`src/rtl/ast_pkg.sv`:
```
// Package for the array set table: sizes, codes and the cell command struct.
`default_nettype none
package ast_pkg;

  localparam int unsigned CAPACITY = 64;
  localparam int unsigned IDX_W    = (CAPACITY > 1) ? $clog2(CAPACITY) : 1;
  localparam int unsigned CNT_W    = $clog2(CAPACITY + 1);
  localparam int unsigned VAL_W    = 32;
  localparam int unsigned FUNC_W   = 2;
  localparam int unsigned OUT_W    = 7;
  localparam int unsigned STAT_W   = 2;

  typedef enum logic [FUNC_W-1:0] {
    OP_INSERT = 2'd0,
    OP_DELETE = 2'd1,
    OP_QUERY  = 2'd2,
    OP_CLEAR  = 2'd3
  } op_e;

  typedef enum logic [STAT_W-1:0] {
    STAT_DONE     = 2'd0,
    STAT_NOCHANGE = 2'd1,
    STAT_FULL     = 2'd2
  } status_e;

  typedef enum logic [1:0] {
    S_IDLE,
    S_SEARCH,
    S_UPDATE
  } state_e;

  typedef struct packed {
    logic             search;
    logic             ins;
    logic             del;
    logic             clr;
    logic [IDX_W-1:0] ins_idx;
    logic [IDX_W-1:0] del_idx;
  } cell_ctrl_t;

endpackage
`default_nettype wire

```
`src/rtl/ast_hit_enc.sv`:
```
// Encoder that turns the one-hot cell match flags into a cell index.
`default_nettype none
module ast_hit_enc (
  input  wire logic [ast_pkg::CAPACITY-1:0] hit_i,
  output logic                              found_o,
  output logic [ast_pkg::IDX_W-1:0]         idx_o
);

  always_comb begin
    idx_o = '0;
    for (int unsigned i = 0; i < ast_pkg::CAPACITY; i++) begin
      if (hit_i[i]) begin
        idx_o = idx_o | ast_pkg::IDX_W'(i);
      end
    end
  end

  assign found_o = |hit_i;

endmodule
`default_nettype wire

```
`config.mk`:
```
export PLATFORM = sky130hd
export DESIGN_NAME = ast_hit_enc
export DESIGN_NICKNAME = d
export VERILOG_FILES = /design/src/rtl/ast_pkg.sv /design/src/rtl/ast_hit_enc.sv
export SDC_FILE = /design/constraint.sdc
export NUM_CORES = 1
export LEC_CHECK = 0
export ABC_AREA = 0
export BUFFER_PORTS_ARGS = -buffer_cell sky130_fd_sc_hd__buf_2
export CORE_MARGIN = 3
export CORE_UTILIZATION = 26
export DETAILED_ROUTE_END_ITERATION = 7
export GPL_TIMING_DRIVEN = 0
export PLACE_DENSITY = 0.84
export SLEW_MARGIN = 15
export SYNTH_ARGS = -nofsm -noshare
export SYNTH_HDL_FRONTEND = slang
export SYNTH_SLANG_ARGS = --single-unit
```
`constraint.sdc`:
```
create_clock -name vclk -period 1.18
set_clock_uncertainty 0.2 [all_clocks]
set_input_delay 0.059 -clock vclk [all_inputs]
set_output_delay 0.059 -clock vclk [all_outputs]
set_load 0.05 [all_outputs]
```
==> parameters.txt, run 1 <==
Parameter                              Value

Floorplan
  Starting Density ... 29.6%
  Row Count ... 12
  Io pins ... 71
  Overall die width ... 42.8 um
  Die Y ... 42.8 um

Logic synthesis
  Yosys Warn Count ... 0
  Net count after synthesis ... 122
  Mapped Cells ... 58
  Fraction of the yosys area taken by sequential cells ... 0%
  Area leader, netlist ... sky130_fd_sc_hd__nor4_1
  Avg Inst Size Synth ... 6.06 um2
  Distinct cell type count of the synthesized netlist ... 10
  Proportion of netlist area held by the largest area contributor ... 39.1%
  Top area cells in the synthesized netlist ... sky130_fd_sc_hd__nor4_1 (39%), sky130_fd_sc_hd__nor4_2 (18%), sky130_fd_sc_hd__nand4_1 (11%)
  Mapped cell area ... 352 um2

CTS
  Post-CTS sizing ... 61
  Hold-fix buffers, CTS ... 0
  Post CTS Setup Buffer Count ... 7

Run status
  Last stage reached ... clock tree synthesis (4_1_cts)
  Err ... [ERROR DPL-0033] detailed placement checks failed during check placement.
  Outcome ... did not finish

Placement
  HPWL Detailed ... 1920 um
  IO Port Bufs ... 71
  Placement Cell Area ... 862 um2
  RePlAce Congestion ... 0.923
## through the flow
step	cells	hold slack [ns]	setup WS, ns	utilization (%)	setup TNS (ns)
floorplan	58	0.137	-0.155	-	-0.404
global placement	143	0.352	-0.353	72.7	-1.63
detailed placement	143	0.353	-0.368	72.7	-1.69
## Yosys cell counts, drive strengths merged
master / number
and4: 1
or3: 2
nor2: 10
nor4: 27
nand3: 5
nand2: 5
nand4: 6
and3: 1
nor3: 1
## kinds of logic after synthesis
kind of cell / count (synthesis) / share of synthesized area, %
and+or+nand+nor: 58 / 100
==> run 2, diff against run 1 <==
--- a/config.mk
+++ b/config.mk
@@ -7,11 +7,11 @@
 export LEC_CHECK = 0
 export ABC_AREA = 0
 export BUFFER_PORTS_ARGS = -buffer_cell sky130_fd_sc_hd__buf_2
-export CORE_MARGIN = 3
-export CORE_UTILIZATION = 26
+export CORE_AREA = 3 3 64 66
 export DETAILED_ROUTE_END_ITERATION = 7
+export DIE_AREA = 0 0 67 69
 export GPL_TIMING_DRIVEN = 0
-export PLACE_DENSITY = 0.84
+export PLACE_DENSITY_LB_ADDON = 0.15
 export SLEW_MARGIN = 15
 export SYNTH_ARGS = -nofsm -noshare
 export SYNTH_HDL_FRONTEND = slang
==> run 2 against run 1 <==
The flow now finishes, with violations (negative setup slack); area after synthesis is the same; synthesized cell count is the same.
==> parameters.txt, run 2 <==
Parameter                              Value

Timing
  Total setup violations reported at the end of the flow ... 7
  Setup TNS Final ... -1.07 ns
  Final min period ... 1.40 ns
  Number of max-slew violations in the final report ... 0
  Count of endpoints failing hold in the final timing report ... 0
  Period utilization ... 119%
  Slew at the pin closest to its max-slew limit ... 0.281 ns
  Slew HR ... 81.2%
  Setup repair after global routing missed its margin ... yes
  Final hold slack ... 0.288 ns
  F_max ... 713 MHz
  Final WS setup ... -0.223 ns

Cells and area
  Post-layout instance area ... 1320 um2
  Syn-to-layout area delta ... 275%
  Commonest cells after routing, fill and taps aside ... sky130_fd_sc_hd__buf_2 (46), sky130_fd_sc_hd__nor4_4 (18), sky130_fd_sc_hd__buf_6 (17)
  Area taken by flip-flops and latches ... 0 um2
  Clock buffer count in the final layout ... 0
  Number of inserted filler cells in the final layout ... 396
  Core occupancy in the finished layout ... 36.3%
  Diodes inserted ... 0
  Total number of nets in the final design ... 201
  Share of final-layout standard cells stronger than drive strength 1 ... 80.0%
  Number of sequential cells in the layout ... 0
  Commonest non-fill, non-tap cell in the layout ... sky130_fd_sc_hd__buf_2

Setup path
  Worst Setup End Kind ... output port
  Worst-path fanout max ... 3
  Critical path class ... in2out
  Arrival time worst endpoint ... 1.14 ns
  Startpoint type of the worst setup path ... primary input
  Required time at the endpoint of the critical path ... 0.92 ns

Run status
  Outcome ... finished with violations
  Failing checks ... negative setup slack

Logic synthesis
  Fraction of the mapped netlist area in adder cells ... 0% (unchanged)
  Top area cells in the synthesized netlist ... sky130_fd_sc_hd__nor4_1 (39%), sky130_fd_sc_hd__nor4_2 (18%), sky130_fd_sc_hd__nand4_1 (11%)
  Fraction of the yosys area taken by sequential cells ... 0% (unchanged)
  Net count after synthesis ... 122 (unchanged)
  Avg Inst Size Synth ... 6.06 um2 (unchanged)
  Proportion of netlist area held by the largest area contributor ... 39.1% (unchanged)
  Commonest cells post-synth ... sky130_fd_sc_hd__nor4_1 (22), sky130_fd_sc_hd__nor2_1 (10), sky130_fd_sc_hd__nand4_1 (6)
  Mapped cell area ... 352 um2 (unchanged)
  Fraction of the mapped netlist area in compound gates ... 0% (unchanged)
  Mux cell area share after synthesis ... 0% (unchanged)
  Distinct cell type count of the synthesized netlist ... 10 (unchanged)
  Yosys Warn Count ... 0 (unchanged)
  Fraction of the mapped netlist area in simple logic gates ... 100% (unchanged)
  Main combinational cell family by area after synthesis ... simple AND/OR/NAND/NOR gates
  Area leader, netlist ... sky130_fd_sc_hd__nor4_1
  Top-count cell post-synth ... sky130_fd_sc_hd__nor4_1
  Mapped Cells ... 58 (unchanged)
  XOR/XNOR Fraction of Synth Area ... 0% (unchanged)

Route
  Detailed-route wire length ... 2760 um
  Via density per instance ... 4.45
  First-pass DRT Iterations ... 4
  Detail Route Antenna Nets ... 0
  Number of DRC violations after detailed-routing iteration 0 ... 10
  DR vias ... 814
  Remaining DRCs ... 0
  Wirelength per Cell ... 15.1 um

Floorplan
  Io pins ... 71 (unchanged)
  Row Count ... 22 (+10)
  Starting Density ... 9.68% (-20 points)
  Die ar. ... 4620 um2
  Overall die width ... 67 um (+57%)
  Die Y ... 69 um (+61%)
  Floorplan Core Area ... 3630 um2

Pwr
  Worst VDD drop ... 106 uV
  PD cells ... 248 nW/um2
  Static Leakage ... 0.000461 uW

Min path
  Startpoint of the most critical hold path ... hit_i[47]
  Number of stages on the worst hold path ... 4
  Hold-critical path endpoint ... idx_o[5]
  Path type of the worst min-delay path ... in2out

Run
  Max-Cap Viols ... 0

Placement
  Worst Setup Slack post-DPL ... -0.436 ns (-0.0683 ns)
  IO Port Bufs ... 71 (unchanged)
  Placement Cell Area ... 905 um2 (+4.9%)
  HPWL Detailed ... 2440 um (+28%)
  RePlAce Congestion ... 0.827 (-10%)

GRT
  Vias in the first global route ... 906
  Grt total ovfl ... 0
  First-pass GRT wire length ... 4110 um
  Antenna violations before repair ... 0
  Maximum number of pins on one net before global-route repair ... 4
  Global-route usage over all layers ... 11.0%

CTS
  Hold-fix buffers, CTS ... 0 (unchanged)
run 2: cell counts after synthesis:
Identical to the previous run, type by type.
run 2: final cells by class:
| cell class | count | area [um2] | area share (%) |
|---|---|---|---|
| multi-input combinational | 58 | 661 | 50.0 |
| timing repair buffer | 77 | 599 | 45.4 |
| tap | 48 | 60.1 | 4.55 |
run 2: stage by stage:
stage / std cells / power [uW]
5_1_grt: 183 / 350
3_3_place_gp: 177 / 214
3_5_place_dp: 177 / 216
6_report: 183 / 327
2_1_floorplan: 58 / 37.1
4_1_cts: 182 / 295
run 2: critical path, cell delays in order:
cell	delay [ns]
sky130_fd_sc_hd__buf_8	0.10
sky130_fd_sc_hd__nor4_4	0.30
sky130_fd_sc_hd__nand3_1	0.13
sky130_fd_sc_hd__or3_4	0.39
sky130_fd_sc_hd__buf_8	0.16
run 2: worst max path at each step:
stage,startpoint,endpoint,cells past startpoint
after floorplan,hit_i[60],idx_o[3],3
after detailed placement,hit_i[41],found_o,6
after global placement,hit_i[41],found_o,6
after global routing,hit_i[23],idx_o[4],5
after CTS,hit_i[55],idx_o[4],5
final,hit_i[23],idx_o[4],5
run 2: kinds of logic (layout without fill, tap and decap cells):
family / count (synthesis) / count (layout)
buffers and inverters: 0 / 77
and+or+nand+nor: 58 / 58
run 2: repair_timing:
| item | CTS | global route |
|---|---|---|
| pin swaps | 27 | 17 |
| resized for setup | 61 | 21 |
| buffers inserted | 5 | 1 |
| setup endpoints to repair | 7 | 7 |
run 2: report_power, final:
group	total, uW	internal (uW)	switching, uW
logic	327	171	157
registers	0	0	0
clock network	0	0	0
run 2: metal layers:
| metal | GRT usage [%] | routed length (um) |
|---|---|---|
| met1 | 15.2 | 1100 |
| met2 | 18.8 | 1390 |
| met3 | 1.79 | 271 |
| met4 | 0 | 0 |
| met5 | 0 | 0 |
No activity file was read; power rests on OpenSTA's default activity.
==> run 3, diff against run 2 <==
--- a/config.mk
+++ b/config.mk
@@ -11,7 +11,8 @@
 export DETAILED_ROUTE_END_ITERATION = 7
 export DIE_AREA = 0 0 67 69
 export GPL_TIMING_DRIVEN = 0
-export PLACE_DENSITY_LB_ADDON = 0.15
+export PLACE_DENSITY = 0.46
+export REMOVE_ABC_BUFFERS = 1
 export SLEW_MARGIN = 15
 export SYNTH_ARGS = -nofsm -noshare
 export SYNTH_HDL_FRONTEND = slang
==> run 3 against run 2 <==
Cell area fell by 2.1%; utilization fell by 0.76 points; hold slack got worse by 0.010 ns; the flow still finishes with violations (negative setup slack); via count rose by 1.5%; largest cell class unchanged; largest power group unchanged; routed wire length fell by 2.9%.
==> parameters.txt, run 3 (synthesized netlist as in run 2, its figures left out) <==
Parameter                              Value

Run status
  Outcome ... finished with violations
  Failing checks ... negative setup slack

Setup path
  Startpoint type of the worst setup path ... primary input
  CP Cell Sequence ... buf_8 -> nor4_4 -> nand3_2 -> or3_1 -> buf_6
  Launch point of the worst path ... hit_i[61]
  Worst-path fanout max ... 3 (unchanged)
  Arrival time worst endpoint ... 1.12 ns (-0.02 ns)
  Required time at the endpoint of the critical path ... 0.92 ns (about the same)
  Worst Setup End Kind ... output port
  Worst path slowest cell ... sky130_fd_sc_hd__nor4_4
  Critical path class ... in2out
  Slowest cell delay on critical path ... 0.33 ns (-0.06 ns)

Run
  Max-Cap Viols ... 0 (unchanged)

Floorplan
  Die ar. ... 4620 um2 (unchanged)
  Io pins ... 71 (unchanged)
  Starting Density ... 9.68% (unchanged)
  Overall die width ... 67 um (unchanged)
  Die Y ... 69 um (unchanged)
  Row Count ... 22 (unchanged)
  Floorplan Core Area ... 3630 um2 (unchanged)

Timing
  Total setup violations reported at the end of the flow ... 7 (unchanged)
  F_max ... 724 MHz (+1.6%)
  Period utilization ... 117% (-1.8 points)
  Count of endpoints failing hold in the final timing report ... 0 (unchanged)
  Setup TNS Final ... -1.09 ns (-0.0212 ns)
  Final WS setup ... -0.201 ns (+0.0214 ns)
  Setup repair after global routing missed its margin ... yes
  Slew HR ... 80.7% (-0.41 points)
  Number of max-slew violations in the final report ... 0 (unchanged)
  Slew at the pin closest to its max-slew limit ... 0.287 ns (+0.00614 ns)
  Final min period ... 1.38 ns (-0.0214 ns)

CTS
  Hold-fix buffers, CTS ... 0 (unchanged)

Cells and area
  Commonest non-fill, non-tap cell in the layout ... sky130_fd_sc_hd__buf_2
  Commonest cells after routing, fill and taps aside ... sky130_fd_sc_hd__buf_2 (45), sky130_fd_sc_hd__buf_6 (21), sky130_fd_sc_hd__nor4_4 (18)
  Number of inserted filler cells in the final layout ... 405 (+2.3%)
  Share of final-layout standard cells stronger than drive strength 1 ... 78.5% (-1.5 points)
  Syn-to-layout area delta ... 268%
  Diodes inserted ... 0 (unchanged)
  Number of sequential cells in the layout ... 0 (unchanged)
  Total number of nets in the final design ... 201 (unchanged)
  Clock buffer count in the final layout ... 0 (unchanged)
  Area taken by flip-flops and latches ... 0 um2 (unchanged)
  Final non-filler cell total ... 183 (unchanged)

GRT
  Antenna violations before repair ... 0 (unchanged)
  Global-route usage over all layers ... 11.4% (+0.36 points)
  Vias in the first global route ... 950 (+4.9%)
  Grt total ovfl ... 0 (unchanged)
  First-pass GRT wire length ... 4220 um (+2.7%)
  Maximum number of pins on one net before global-route repair ... 4 (unchanged)

Placement
  IO Port Bufs ... 71 (unchanged)
  RePlAce Congestion ... 0.758 (-8.4%)
  HPWL Detailed ... 2320 um (-4.9%)
  Placed Instances ... 177 (unchanged)

Min path
  Path type of the worst min-delay path ... in2out
  Startpoint of the most critical hold path ... hit_i[47]

Route
  Number of DRC violations after detailed-routing iteration 0 ... 15 (+5)
  Wirelength per Cell ... 14.7 um (-2.9%)
  Detailed-route wire length ... 2680 um (-2.9%)
  Via density per instance ... 4.51 (+1.5%)
  First-pass DRT Iterations ... 4 (unchanged)
  Remaining DRCs ... 0 (unchanged)
  Detail Route Antenna Nets ... 0 (unchanged)
  DR vias ... 826 (+1.5%)

Pwr
  PD cells ... 248 nW/um2 (about the same)
  Static Leakage ... 0.000450 uW (-2.3%)
  Worst VDD drop ... 92.3 uV (-13%)
==> run 3: final timing paths <==
check                       to  slack [ns]  depth (start not counted)
worst min-delay path  idx_o[5]        0.28                          4
worst max-delay path  idx_o[4]       -0.20                          5
==> run 3: power by group <==
part           internal [uW]  total [uW]  switching, uW
sequential                 0           0              0
combinational            166         320            154
clock                      0           0              0
total                    166         320            154
==> run 3: metal layers <==
layer	wire length, um	up-vias	track usage (%)
li1	-	411	-
met5	0	-	0
met3	146	0	0.651
met4	0	0	0
met1	1010	384	13.8
met2	1530	31	22.4
==> run 3: area by class of cell <==
type               count  area (um2)  area share (%)
well taps             48        60.1            4.65
multi-input cells     58         651            50.3
repair buffers        77         582            45.0
==> run 3: what timing repair did <==
action	4_1_cts	5_1_grt
setup endpoints to repair	7	7
pin swaps	28	16
resized for setup	75	16
setup buffers	4	2
==> run 3: worst max-delay path, delay by kind of cell <==
kind / cells / cell delay, ns
simple gates: 3 / 0.79
buf+inv: 2 / 0.26
==> run 3: metrics by stage <==
step	total power (uW)	hold slack, ns	instance area [um2]	setup slack (ns)	utilization (%)
after floorplan	26.6	0.303	352	-0.198	-
after CTS	296	0.303	1190	-0.238	32.7
final	320	0.277	1290	-0.201	35.6
after global routing	343	0.308	1290	-0.261	35.6
after detailed placement	174	0.374	767	-0.422	21.1
after global placement	173	0.372	767	-0.442	21.1
