`src/rtl/ast_pkg.sv`:
```
// Package for the array set table: sizes, codes and the cell command struct.
`default_nettype none
package ast_pkg;

  localparam int unsigned CAPACITY = 64;
  localparam int unsigned IDX_W    = (CAPACITY > 1) ? $clog2(CAPACITY) : 1;
  localparam int unsigned CNT_W    = $clog2(CAPACITY + 1);
  localparam int unsigned VAL_W    = 32;
  localparam int unsigned FUNC_W   = 2;
  localparam int unsigned OUT_W    = 7;
  localparam int unsigned STAT_W   = 2;

  typedef enum logic [FUNC_W-1:0] {
    OP_INSERT = 2'd0,
    OP_DELETE = 2'd1,
    OP_QUERY  = 2'd2,
    OP_CLEAR  = 2'd3
  } op_e;

  typedef enum logic [STAT_W-1:0] {
    STAT_DONE     = 2'd0,
    STAT_NOCHANGE = 2'd1,
    STAT_FULL     = 2'd2
  } status_e;

  typedef enum logic [1:0] {
    S_IDLE,
    S_SEARCH,
    S_UPDATE
  } state_e;

  typedef struct packed {
    logic             search;
    logic             ins;
    logic             del;
    logic             clr;
    logic [IDX_W-1:0] ins_idx;
    logic [IDX_W-1:0] del_idx;
  } cell_ctrl_t;

endpackage
`default_nettype wire

```
`src/rtl/ast_cell.sv`:
```
// One storage cell of the set: entry, occupancy, match flag and downward shift.
`default_nettype none
module ast_cell (
  input  wire logic                          clk_i,
  input  wire logic                          rst_ni,
  input  wire logic [ast_pkg::IDX_W-1:0]     idx_i,
  input  wire ast_pkg::cell_ctrl_t           ctrl_i,
  input  wire logic signed [ast_pkg::VAL_W-1:0] key_i,
  input  wire logic signed [ast_pkg::VAL_W-1:0] up_entry_i,
  input  wire logic                          up_valid_i,
  output logic signed [ast_pkg::VAL_W-1:0]   entry_o,
  output logic                               valid_o,
  output logic                               hit_o
);

  logic signed [ast_pkg::VAL_W-1:0] entry_q, entry_d;
  logic                             valid_q, valid_d;
  logic                             hit_q, hit_d;

  always_comb begin
    entry_d = entry_q;
    valid_d = valid_q;
    hit_d   = hit_q;
    if (ctrl_i.search) begin
      hit_d = valid_q && (entry_q == key_i);
    end
    if (ctrl_i.clr) begin
      valid_d = 1'b0;
      entry_d = '0;
    end else if (ctrl_i.del && (idx_i >= ctrl_i.del_idx)) begin
      entry_d = up_entry_i;
      valid_d = up_valid_i;
    end else if (ctrl_i.ins && (idx_i == ctrl_i.ins_idx)) begin
      entry_d = key_i;
      valid_d = 1'b1;
    end
  end

  always_ff @(posedge clk_i or negedge rst_ni) begin
    if (!rst_ni) begin
      valid_q <= 1'b0;
      hit_q   <= 1'b0;
    end else begin
      valid_q <= valid_d;
      hit_q   <= hit_d;
    end
  end

  always_ff @(posedge clk_i) begin
    entry_q <= entry_d;
  end

  assign entry_o = entry_q;
  assign valid_o = valid_q;
  assign hit_o   = hit_q;

endmodule
`default_nettype wire

```
`config.mk`:
```
export PLATFORM = sky130hd
export DESIGN_NAME = ast_cell
export DESIGN_NICKNAME = d
export VERILOG_FILES = /design/src/rtl/ast_pkg.sv /design/src/rtl/ast_cell.sv
export SDC_FILE = /design/constraint.sdc
export NUM_CORES = 1
export LEC_CHECK = 0
export BUFFER_PORTS_ARGS = -buffer_cell sky130_fd_sc_hd__buf_2
export CORE_MARGIN = 1
export CORE_UTILIZATION = 41
export DETAILED_ROUTE_END_ITERATION = 10
export GPL_TIMING_DRIVEN = 0
export PLACE_DENSITY = 0.86
export SETUP_SLACK_MARGIN = 0.4
export SLEW_MARGIN = 20
export SYNTH_ARGS = -nofsm -noshare
export SYNTH_HDL_FRONTEND = slang
export SYNTH_SLANG_ARGS = --single-unit
export TNS_END_PERCENT = 1
```
`constraint.sdc`:
```
create_clock -name clk_i -period 1.6 [get_ports clk_i]
set_clock_uncertainty 0.05 [all_clocks]
set_input_delay 0.4 -clock clk_i [delete_from_list [all_inputs] [get_ports clk_i]]
set_output_delay 0.4 -clock clk_i [all_outputs]
set_load 0.01 [all_outputs]
```
### After elaboration in Yosys (flattened, before gate mapping)

Index checks and enable logic that the tools add are counted.

* flip-flop bits (word level): 34
* output and inout port bits: 34
* word-level logic and storage cells: 16

* $lt $le $gt $ge: 1
* equality and inequality tests: 2
* reductions and logical operators: 5
* muxes and demuxes: 5

Operators by type and width (count)
* 32-bit two-way mux: 2
* 32-bit == test: 1
* 6-bit == test: 1
* 6-bit >= comparator: 1
* 1-bit logical AND: 3
* 1-bit two-way mux: 3
* 3-bit nonzero test: 1
* 2-bit nonzero test: 1

### Longest topological paths before layout

Gate-level depths: netlist of the first run.

* depth in word-level cells: 5
* mapped depth: 10
* depth with buffers taken out: 7

### Least setup slack after synthesis of the first run

OpenSTA, ideal clock, no wires.

* path type: input-to-reg
* start point: input idx_i[0] in the netlist's numbering
* end point: register entry_q (netlist bit entry_o[16])
* library setup time: 0.146 ns
* stages on the path: 10
* data required time: 1.404 ns
* arrival time: 1.877 ns
* slack: -0.473 ns
* path buffers: 3
* cell sequence: inv_1 > ha_1 > nand2b_1 > a21oi_1 > o221a_2 > buf_2 > nand2b_1 > clkbuf_1 > buf_2 > a211oi_2

* longest elaborated chain between the ends: 3
* elaborated cells on any way between the ends: 6

Ends and longest elaborated chain
* start, declared: line ast_cell.sv:6 `input wire logic [ast_pkg::IDX_W-1:0] idx_i,`
* 6-bit >= comparator or 6-bit == test (tied branches): line ast_cell.sv:30, ast_cell.sv:33
* 1-bit logical AND, on equally long branches: line ast_cell.sv:30, ast_cell.sv:33
* 32-bit two-way mux or 2-bit nonzero test (tied branches)
* end signal, assigned: line ast_cell.sv:50 `entry_q <= entry_d;`
* end, declared: line ast_cell.sv:16 `logic signed [ast_pkg::VAL_W-1:0] entry_q, entry_d;`

Parallel ways exist; a longest one is shown, timed or not.
A chain may end at the register's enable or synchronous reset.

### Worst setup path in the final report of the first run

* start point: input idx_i[0] in the netlist's numbering
* end point: register entry_q (netlist bit entry_o[9])

The elaborated chain is that of the path after synthesis.

==> results of run 1 <==
==> cell type report <==
class                   count  area share
clock buffers               7      0.0212
flip-flops and latches     34       0.193
plain buffers              18      0.0543
inverters                   9      0.0101
multi-input cells         165       0.479
well taps                  70      0.0244
clock inverters             1     0.00836
repair buffers            130       0.210
==> critical path, delay by kind of cell <==
family          cells  cell delay, ns
compound gates      3            0.50
fa+ha+maj           1            0.24
buf+inv             5            0.54
simple gates        2            0.23
==> registers in the layout, summed over array words and instances (netlist names) <==
register / flops
valid_o: 1
hit_o: 1
entry_o: 32
==> cells by family (layout without fill, tap and decap cells) <==
group                    Yosys count  count (layout)  share of synthesized area
flip-flops                        34              34                      0.305
adder cells (fa/ha/maj)            6               6                     0.0332
buffers and inverters             27             165                     0.0570
XOR/XNOR                          38              38                      0.147
AND/OR/NAND/NOR                   50              50                      0.125
AO/OA/AOI/OAI                     39              39                      0.190
multiplexers                      32              32                      0.142
==> power groups by stage <==
stage / logic, W / registers [W] / clock network [W]
2_1_floorplan: 0.000418 / 0.00105 / 0
3_3_place_gp: 0.000741 / 0.00101 / 0
3_5_place_dp: 0.000757 / 0.00101 / 0
4_1_cts: 0.000898 / 0.000996 / 0.000795
5_1_grt: 0.000993 / 0.00101 / 0.000834
6_report: 0.000922 / 0.00100 / 0.000780
==> layer usage <==
| layer | vias up | global-route usage | wire length (µm) |
|---|---|---|---|
| met4 | 0 | 0.0788 | 141 |
| met3 | 13 | 0.0611 | 431 |
| li1 | 1100 | - | - |
| met1 | 1077 | 0.265 | 2760 |
| met5 | - | 0 | 0 |
| met2 | 96 | 0.432 | 3460 |
==> per-stage QoR <==
step | utilization | worst slack (ns)
2_1_floorplan | - | -0.261
3_3_place_gp | 0.586 | -0.537
3_5_place_dp | 0.586 | -0.601
4_1_cts | 0.676 | -0.174
5_1_grt | 0.690 | -0.227
6_report | 0.690 | -0.170
==> synthesized netlist by cell type (2+ instances only) <==
| cell | number |
|---|---|
| a21oi_1 | 4 |
| mux2i_1 | 32 |
| nor4_1 | 5 |
| ha_1 | 6 |
| xnor2_1 | 15 |
| nor3_1 | 32 |
| a211oi_2 | 29 |
| dfrtp_1 | 2 |
| a211oi_1 | 3 |
| dfxtp_1 | 32 |
| nand4_1 | 6 |
| nand2b_1 | 2 |
| xor2_1 | 23 |
| buf_6 | 3 |
| buf_2 | 4 |
| clkbuf_1 | 10 |
| inv_1 | 9 |
==> timing repair <==
action,4_1_cts,5_1_grt
endpoints found under the hold margin,2,0
gates cloned,2,0
setup endpoints to repair,68,68
gates resized for setup,49,14
buffers inserted,6,0
hold buffers,1,0
pin swaps,7,7
==> how the worst min path moves through the flow <==
stage	slack (ns)	cells past startpoint	end
floorplan	0.05	0	hit_o$_DFFE_PN0P_
global placement	0.14	1	hit_o$_DFFE_PN0P_
detailed placement	0.14	1	valid_o$_DFFE_PN0P_
CTS	0.26	2	hit_o$_DFFE_PN0P_
global route	0.27	2	hit_o$_DFFE_PN0P_
finish	0.27	2	hit_o$_DFFE_PN0P_
==> impl.org, run 1 <==
** Run status
- Run status :: finished, violations left
- Violated checks :: setup timing

** Clocking
- The number of clock buffers added by TritonCTS is 5.
- TritonCTS built the clock tree.
- Total clock sinks :: 34
- CTS H-Tree Depth :: 2
- After clock tree synthesis, the clock-pin slew on the worst setup and hold paths is 0.07 ns.
- The longest clock path from root to sink contains 2 buffers.
- Clock Tree Root :: clkbuf_8
- Clock insertion delay at the later pin of the skew report :: 0.28 ns

** Place
- Detailed placement ended at an HPWL of 4.93 mm.
- Port buffer count :: 121
- Placed insts :: 417
- Routability Congestion :: 0.804
- Total cell area at the placement stage :: 0.00305 mm²

** STA
- Measured against its own limit, the worst slew margin works out to 0.486.
- For this run, the top clock speed supported by timing is 0.565 GHz.
- For the final routed database, the setup TNS stands at -4.00 ns.
- Setup violations remaining at the end of the flow were counted as 34.
- Final critical-path share of the clock period :: 1.11
- Worst slack on hold paths :: 0.274 ns
- The number of pins exceeding their max-slew limit in the final report is 0.
- Setup repair after global routing could not meet its margin everywhere.
- Slew at the pin with the worst max-slew slack :: 0.770 ns
- Once routing completed, OpenROAD measured the worst setup slack at -0.170 ns.
- Counting I/O delays and the setup requirement, the final critical path takes 1.77 ns.
- The final hold violation count is 0.

** Drt
- DR iter-0 viols :: 64
- After detailed routing, the number of vias per cell comes to 5.27.
- Number of optimization iterations in the first detailed-route pass :: 4
- After detailed routing, the number of remaining DRC violations is 0.
- Sum of routed wire length over all layers :: 6.79 mm
- After detailed routing, the average wire length per cell comes to 15.6 µm.
- Number of antenna-violating nets in the routed design :: 0
- Routed via count :: 2286

** Floorplan
- Area enclosed by the die boundary :: 0.00582 mm²
- Initial Util :: 0.434
- Horizontal die dimension :: 76.3 µm
- The floorplan has 26 rows.
- Ports placed on the boundary :: 123
- Core area :: 0.00520 mm²
- Die height :: 76.3 µm

** Cells and area
- Area Overhead vs Synth :: 58.9%
- After the last flow step, the layout net total stands at 458.
- The library cell used most frequently in the layout, excluding fill and tap cells, is buf_2.
- Final standard cell area without fillers :: 0.00359 mm²
- Post-route non-filler standard cell count :: 434
- Multi-input gate area :: 0.00172 mm²
- Register area :: 693 µm²
- Total of fill cells in the finished design :: 426
- Share of post-route cells with drive strength above 1 :: 0.624
- Leading cell types in the layout, fill and taps excluded :: buf_2, dfxtp_1, mux2i_1, a211oi_2, nor3_2
- The repair_antennas step left the layout with diodes totalling 0.

** Power
- Switching portion of total power :: 0.312
- Of the total power, registers draw 0.370.
- Net switching power figure :: 0.000843 W
- Leakage component of the power :: 1.48 nW
- Cell internal power was estimated by the tool at 0.00186 W.
- After layout, the design draws a total of 0.00270 W.
- Clock group share of total power :: 0.289
- Worst voltage drop across the vdd grid :: 502 µV
- For this design the ratio of total power to cell area is 752 mW/mm².
- Logic pwr share :: 0.341

** Hold path
- Type of the worst min-delay path :: primary input to flip-flop
- The worst hold path begins at ctrl_i[15].

** Global routing
- Entering global routing, the biggest net connects 11 pins.
- The first global-routing pass estimated 10.9 mm of wire.
- The number of antenna violations at the first check in global routing was 0.
- Total GRT Usage :: 0.237
- The total overflow left after global routing is 0.
- Number of global-route vias before repair :: 2334

** Setup path
- Data on the critical path arrives at its endpoint at 1.92 ns.
- Traced cell by cell, the critical path runs through buf_8, inv_4, ha_4, nand2b_4, a21oi_2, o221a_2, buf_6, nand2b_4, clkbuf_16, buf_16, a211oi_2.
- Critical register-to-register path startpoint :: entry_o[5]$_SDFFE_PP0P_
- The critical path in this run is classified as primary input to flip-flop.
- For flop-to-flop paths, the worst setup slack is -0.06 ns.
- End point of the critical path :: entry_o[9]$_SDFFE_PP0P_
- The largest single stage delay on the critical path is 0.25 ns.
- The worst register-to-register path ends at hit_o$_DFFE_PN0P_.
- Critical path peak fanout :: 8
- Counting cells, the worst reg-to-reg path comes to 5.
- STA classifies the critical path startpoint as a primary input.
- STA classifies the critical path endpoint as a flip-flop.
- Data on the critical path is required at its endpoint by 1.75 ns.
- Most used cell, CP :: nand2b_4
- Launch point of the critical path :: idx_i[0]
- CP max stage cell :: o221a_2

** Yosys
- The synthesized netlist occupies a cell area of 0.00226 mm².
- Primary FF master, synth :: dfxtp_1
- Cell taking the most area after synthesis :: dfxtp_1
- Share of synthesized registers carrying an async set or reset :: 0.0588
- Post-synthesis net count :: 321
- Number of warnings issued by yosys :: 0
- The share of synthesized area in the top cell type comes to 0.283.
- Count of mapped cells out of synthesis :: 226
- After synthesis, the mean cell area works out to 10.0 µm².
- Number of synthesized flops with an enable pin :: 0
- For this run, the register share of the synthesized area comes to 0.305.
- Number of distinct library cells after synthesis :: 26
- After synthesis, the cell types taking the most area are dfxtp_1, a211oi_2, mux2i_1.
- Number of flip-flops and latches in the synthesized netlist :: 34

** Job
- Max-cap violations in this run came to 0.
Power figures use the tool's default switching activity.
==> run 2, diff against run 1 <==
--- a/config.mk
+++ b/config.mk
@@ -7,10 +7,10 @@
 export LEC_CHECK = 0
 export BUFFER_PORTS_ARGS = -buffer_cell sky130_fd_sc_hd__buf_2
 export CORE_MARGIN = 1
-export CORE_UTILIZATION = 41
+export CORE_UTILIZATION = 49
 export DETAILED_ROUTE_END_ITERATION = 10
 export GPL_TIMING_DRIVEN = 0
-export PLACE_DENSITY = 0.86
+export PLACE_DENSITY = 0.95
 export SETUP_SLACK_MARGIN = 0.4
 export SLEW_MARGIN = 20
 export SYNTH_ARGS = -nofsm -noshare
==> constraint.sdc (replaced) <==
create_clock -name clk_i -period 2.1 [get_ports clk_i]
set_clock_uncertainty 0.05 [all_clocks]
set_input_delay 0.525 -clock clk_i [delete_from_list [all_inputs] [get_ports clk_i]]
set_output_delay 0.525 -clock clk_i [all_outputs]
set_load 0.01 [all_outputs]
==> run 2 against run 1 <==
Effect of this change:
- the flow now finishes without violations
- power decreased by 28%
- via count about the same
- design area decreased by 4.9%
- core utilization increased by 8.9 points
- setup slack improved by 0.37 ns
- die area decreased by 16%
- cell count decreased by 4.8%
- critical path type unchanged
- largest cell class unchanged
- highest routed layer unchanged
==> impl.org, run 2 (same netlist as run 1, synthesis figures left out) <==
** Drt
- Number of antenna-violating nets in the routed design :: 0
- Routed via count :: 2284
- The first TritonRoute pass finished after 4 iterations.
- Routed len/inst :: 16.2 µm
- In this run, the number of DRC markers left after iteration 0 of detailed routing was 75.
- Via-to-Cell Ratio :: 5.53
- DRC viols :: 0
- After detailed routing, the total wire length is 6.68 mm.

** Floorplan
- Row count :: 24
- Core area :: 0.00438 mm²
- Die height :: 69.9 µm
- Area enclosed by the die boundary :: 0.00489 mm²
- For this design the top-level I/O count stands at 123.
- Horizontal die dimension :: 69.9 µm
- The initial utilization of the core area, before any placement, comes to 0.516.

** STA
- Headroom to the max-slew limit came out at 0.497.
- The final hold violation count was 0.
- The worst path in the final design needs a cycle of 1.90 ns, including I/O delays and setup.
- Setup repair after global routing could not meet its margin everywhere.
- # setup viols final :: 0
- The number of pins exceeding their max-slew limit in the final report came to 0.
- Final setup margin :: 0.202 ns
- Final critical-path share of the clock period :: 0.904
- Setup total negative slack on the finished layout was measured at 0 ns.
- Static timing analysis puts the maximum clock frequency at 0.527 GHz.
- For the pin with the worst max-slew slack, the measured transition is 0.755 ns.

** Setup path
- Worst Setup Path Type :: primary input to flip-flop
- Data on the critical path arrives at its endpoint at 2.00 ns.
- Data required time at the worst endpoint :: 2.20 ns
- The worst setup path is launched from a primary input.
- Worst reg-to-reg setup slack :: 0.31 ns
- The worst setup path is captured at a flip-flop.
- In this run the worst path has a maximum fanout of 10.

** Cells and area
- Leading cell type in the layout, fill and taps excluded :: buf_2
- Counting the fill cells in the layout gives 316.
- Diode insertion count for antenna repair :: 0
- Measured on the finished design, the core utilization comes to 0.779.
- Leading cell types in the layout, fill and taps excluded :: buf_2, dfxtp_1, a211oi_2
- The register with the most flip-flops in the layout has 32 of them.
- From synthesis to final layout, the design area changed by 51.0%.
- The final layout contains 455 nets.
- Share of post-route cells with drive strength above 1 :: 0.593

** Job
- Number of violations of the max-capacitance limit :: 0

** Clocking
- Total clock sinks :: 34
- TritonCTS built the clock tree.
- The later pin in the worst-skew pair is clocked with a latency of 0.29 ns.
- Clock tree buffer depth :: 2
- Clock tree synthesis inserted a total of 5 buffers.
- CTS H-Tree Depth :: 2
- Clock transition at path regs :: 0.08 ns
- The cell sitting at the root of the clock tree is a clkbuf_8.

** Place
- Estimated wirelength of the detail-placed design :: 4.84 mm
- Input and output buffers added on the ports amount to 121.
- Routability-driven placement finished with a final weighted congestion of 0.780.
- Timing analysis after detailed placement gives a worst setup slack of -0.176 ns.

** Global routing
- Total GRT Usage :: 0.270
- The number of antenna violations at the first check in global routing is 0.
- The first global-routing pass estimated 10.4 mm of wire.
- Remaining global-route overflow :: 0
- The via count of the first global-routing pass was 2297.
- Entering global routing, the biggest net connects 12 pins.

** Hold path
- Type of the worst min-delay path :: primary input to flip-flop

** Power
- VDD sags by at most 457 µV.
- Leakage component of the power :: 1.44 nW
- Pwr per Cell Area :: 567 mW/mm²

** Run status
- The run finished with clean final reports.
[run 2: changes by cell type in the layout (fill, tap and decap cells not counted), sizes merged]
| cell | before | now |
|---|---|---|
| buf | 139 | 136 |
| clkbuf | 15 | 14 |
| clkinvlp | 0 | 1 |
| clkinv | 0 | 1 |
| bufinv | 1 | 0 |
[run 2: routing by layer]
metal	vias to the layer above	GRT usage	part of all wire
met5	-	0	0
met3	13	0.0606	0.062
met4	0	0.0956	0.016
met1	1070	0.309	0.40
li1	1096	-	-
met2	105	0.488	0.52
[run 2: final timing paths]
check                      cells after the start               startpoint                       to
max in group asynchronous                      2                   rst_ni      valid_o$_DFFE_PN0P_
min in group asynchronous                      2                   rst_ni        hit_o$_DFFE_PN0P_
max reg2reg                                    5  entry_o[8]$_SDFFE_PP0P_        hit_o$_DFFE_PN0P_
min                                            2               ctrl_i[15]        hit_o$_DFFE_PN0P_
max                                           11                 idx_i[0]  entry_o[0]$_SDFFE_PP0P_
min reg2reg                                    2        hit_o$_DFFE_PN0P_        hit_o$_DFFE_PN0P_
[run 2: layout make-up]
| class | count | area, µm² | area share |
|---|---|---|---|
| Tap cell | 52 | 65.1 | 0.0191 |
| Clock inverter | 2 | 12.5 | 0.00366 |
| Buffer | 18 | 181 | 0.0531 |
| Timing Repair Buffer | 127 | 708 | 0.207 |
| Inverter | 9 | 36.3 | 0.0106 |
| Multi-Input combinational cell | 165 | 1640 | 0.480 |
| Clock buffer | 6 | 82.6 | 0.0242 |
| Sequential cell | 34 | 691 | 0.202 |
[run 2: what timing repair did]
action                     in CTS  in global routing
cloned                          1                  0
gates resized for setup        20                 29
setup endpoints to repair      34                 34
buffers inserted                3                  1
hold endpoints to repair        2                  0
pin swaps                       7                  1
hold buffers                    1                  0
[run 2: through the flow]
stage	instances	instance area [µm²]	hold WS (ns)	power [W]
2_1_floorplan	226	2360	0.179	0.00112
3_3_place_gp	399	3030	0.264	0.00133
3_5_place_dp	399	3030	0.269	0.00135
4_1_cts	412	3300	0.387	0.00191
5_1_grt	413	3410	0.392	0.00202
6_report	413	3410	0.392	0.00194
[run 2: where the power goes]
group	internal (W)	switching [W]	total [W]
clock network	0.000264	0.000250	0.000513
registers	0.000706	0.0000543	0.000760
logic	0.000330	0.000333	0.000663
[run 2: critical path, cell delays in order]
cell and delay, ns:
buf_8 0.08, inv_4 0.03, ha_4 0.24, nand2b_4 0.10
a21oi_2 0.04, o221a_2 0.25, buf_6 0.12, buf_12 0.12
clkbuf_4 0.19, nor3_1 0.22, a211oi_2 0.07
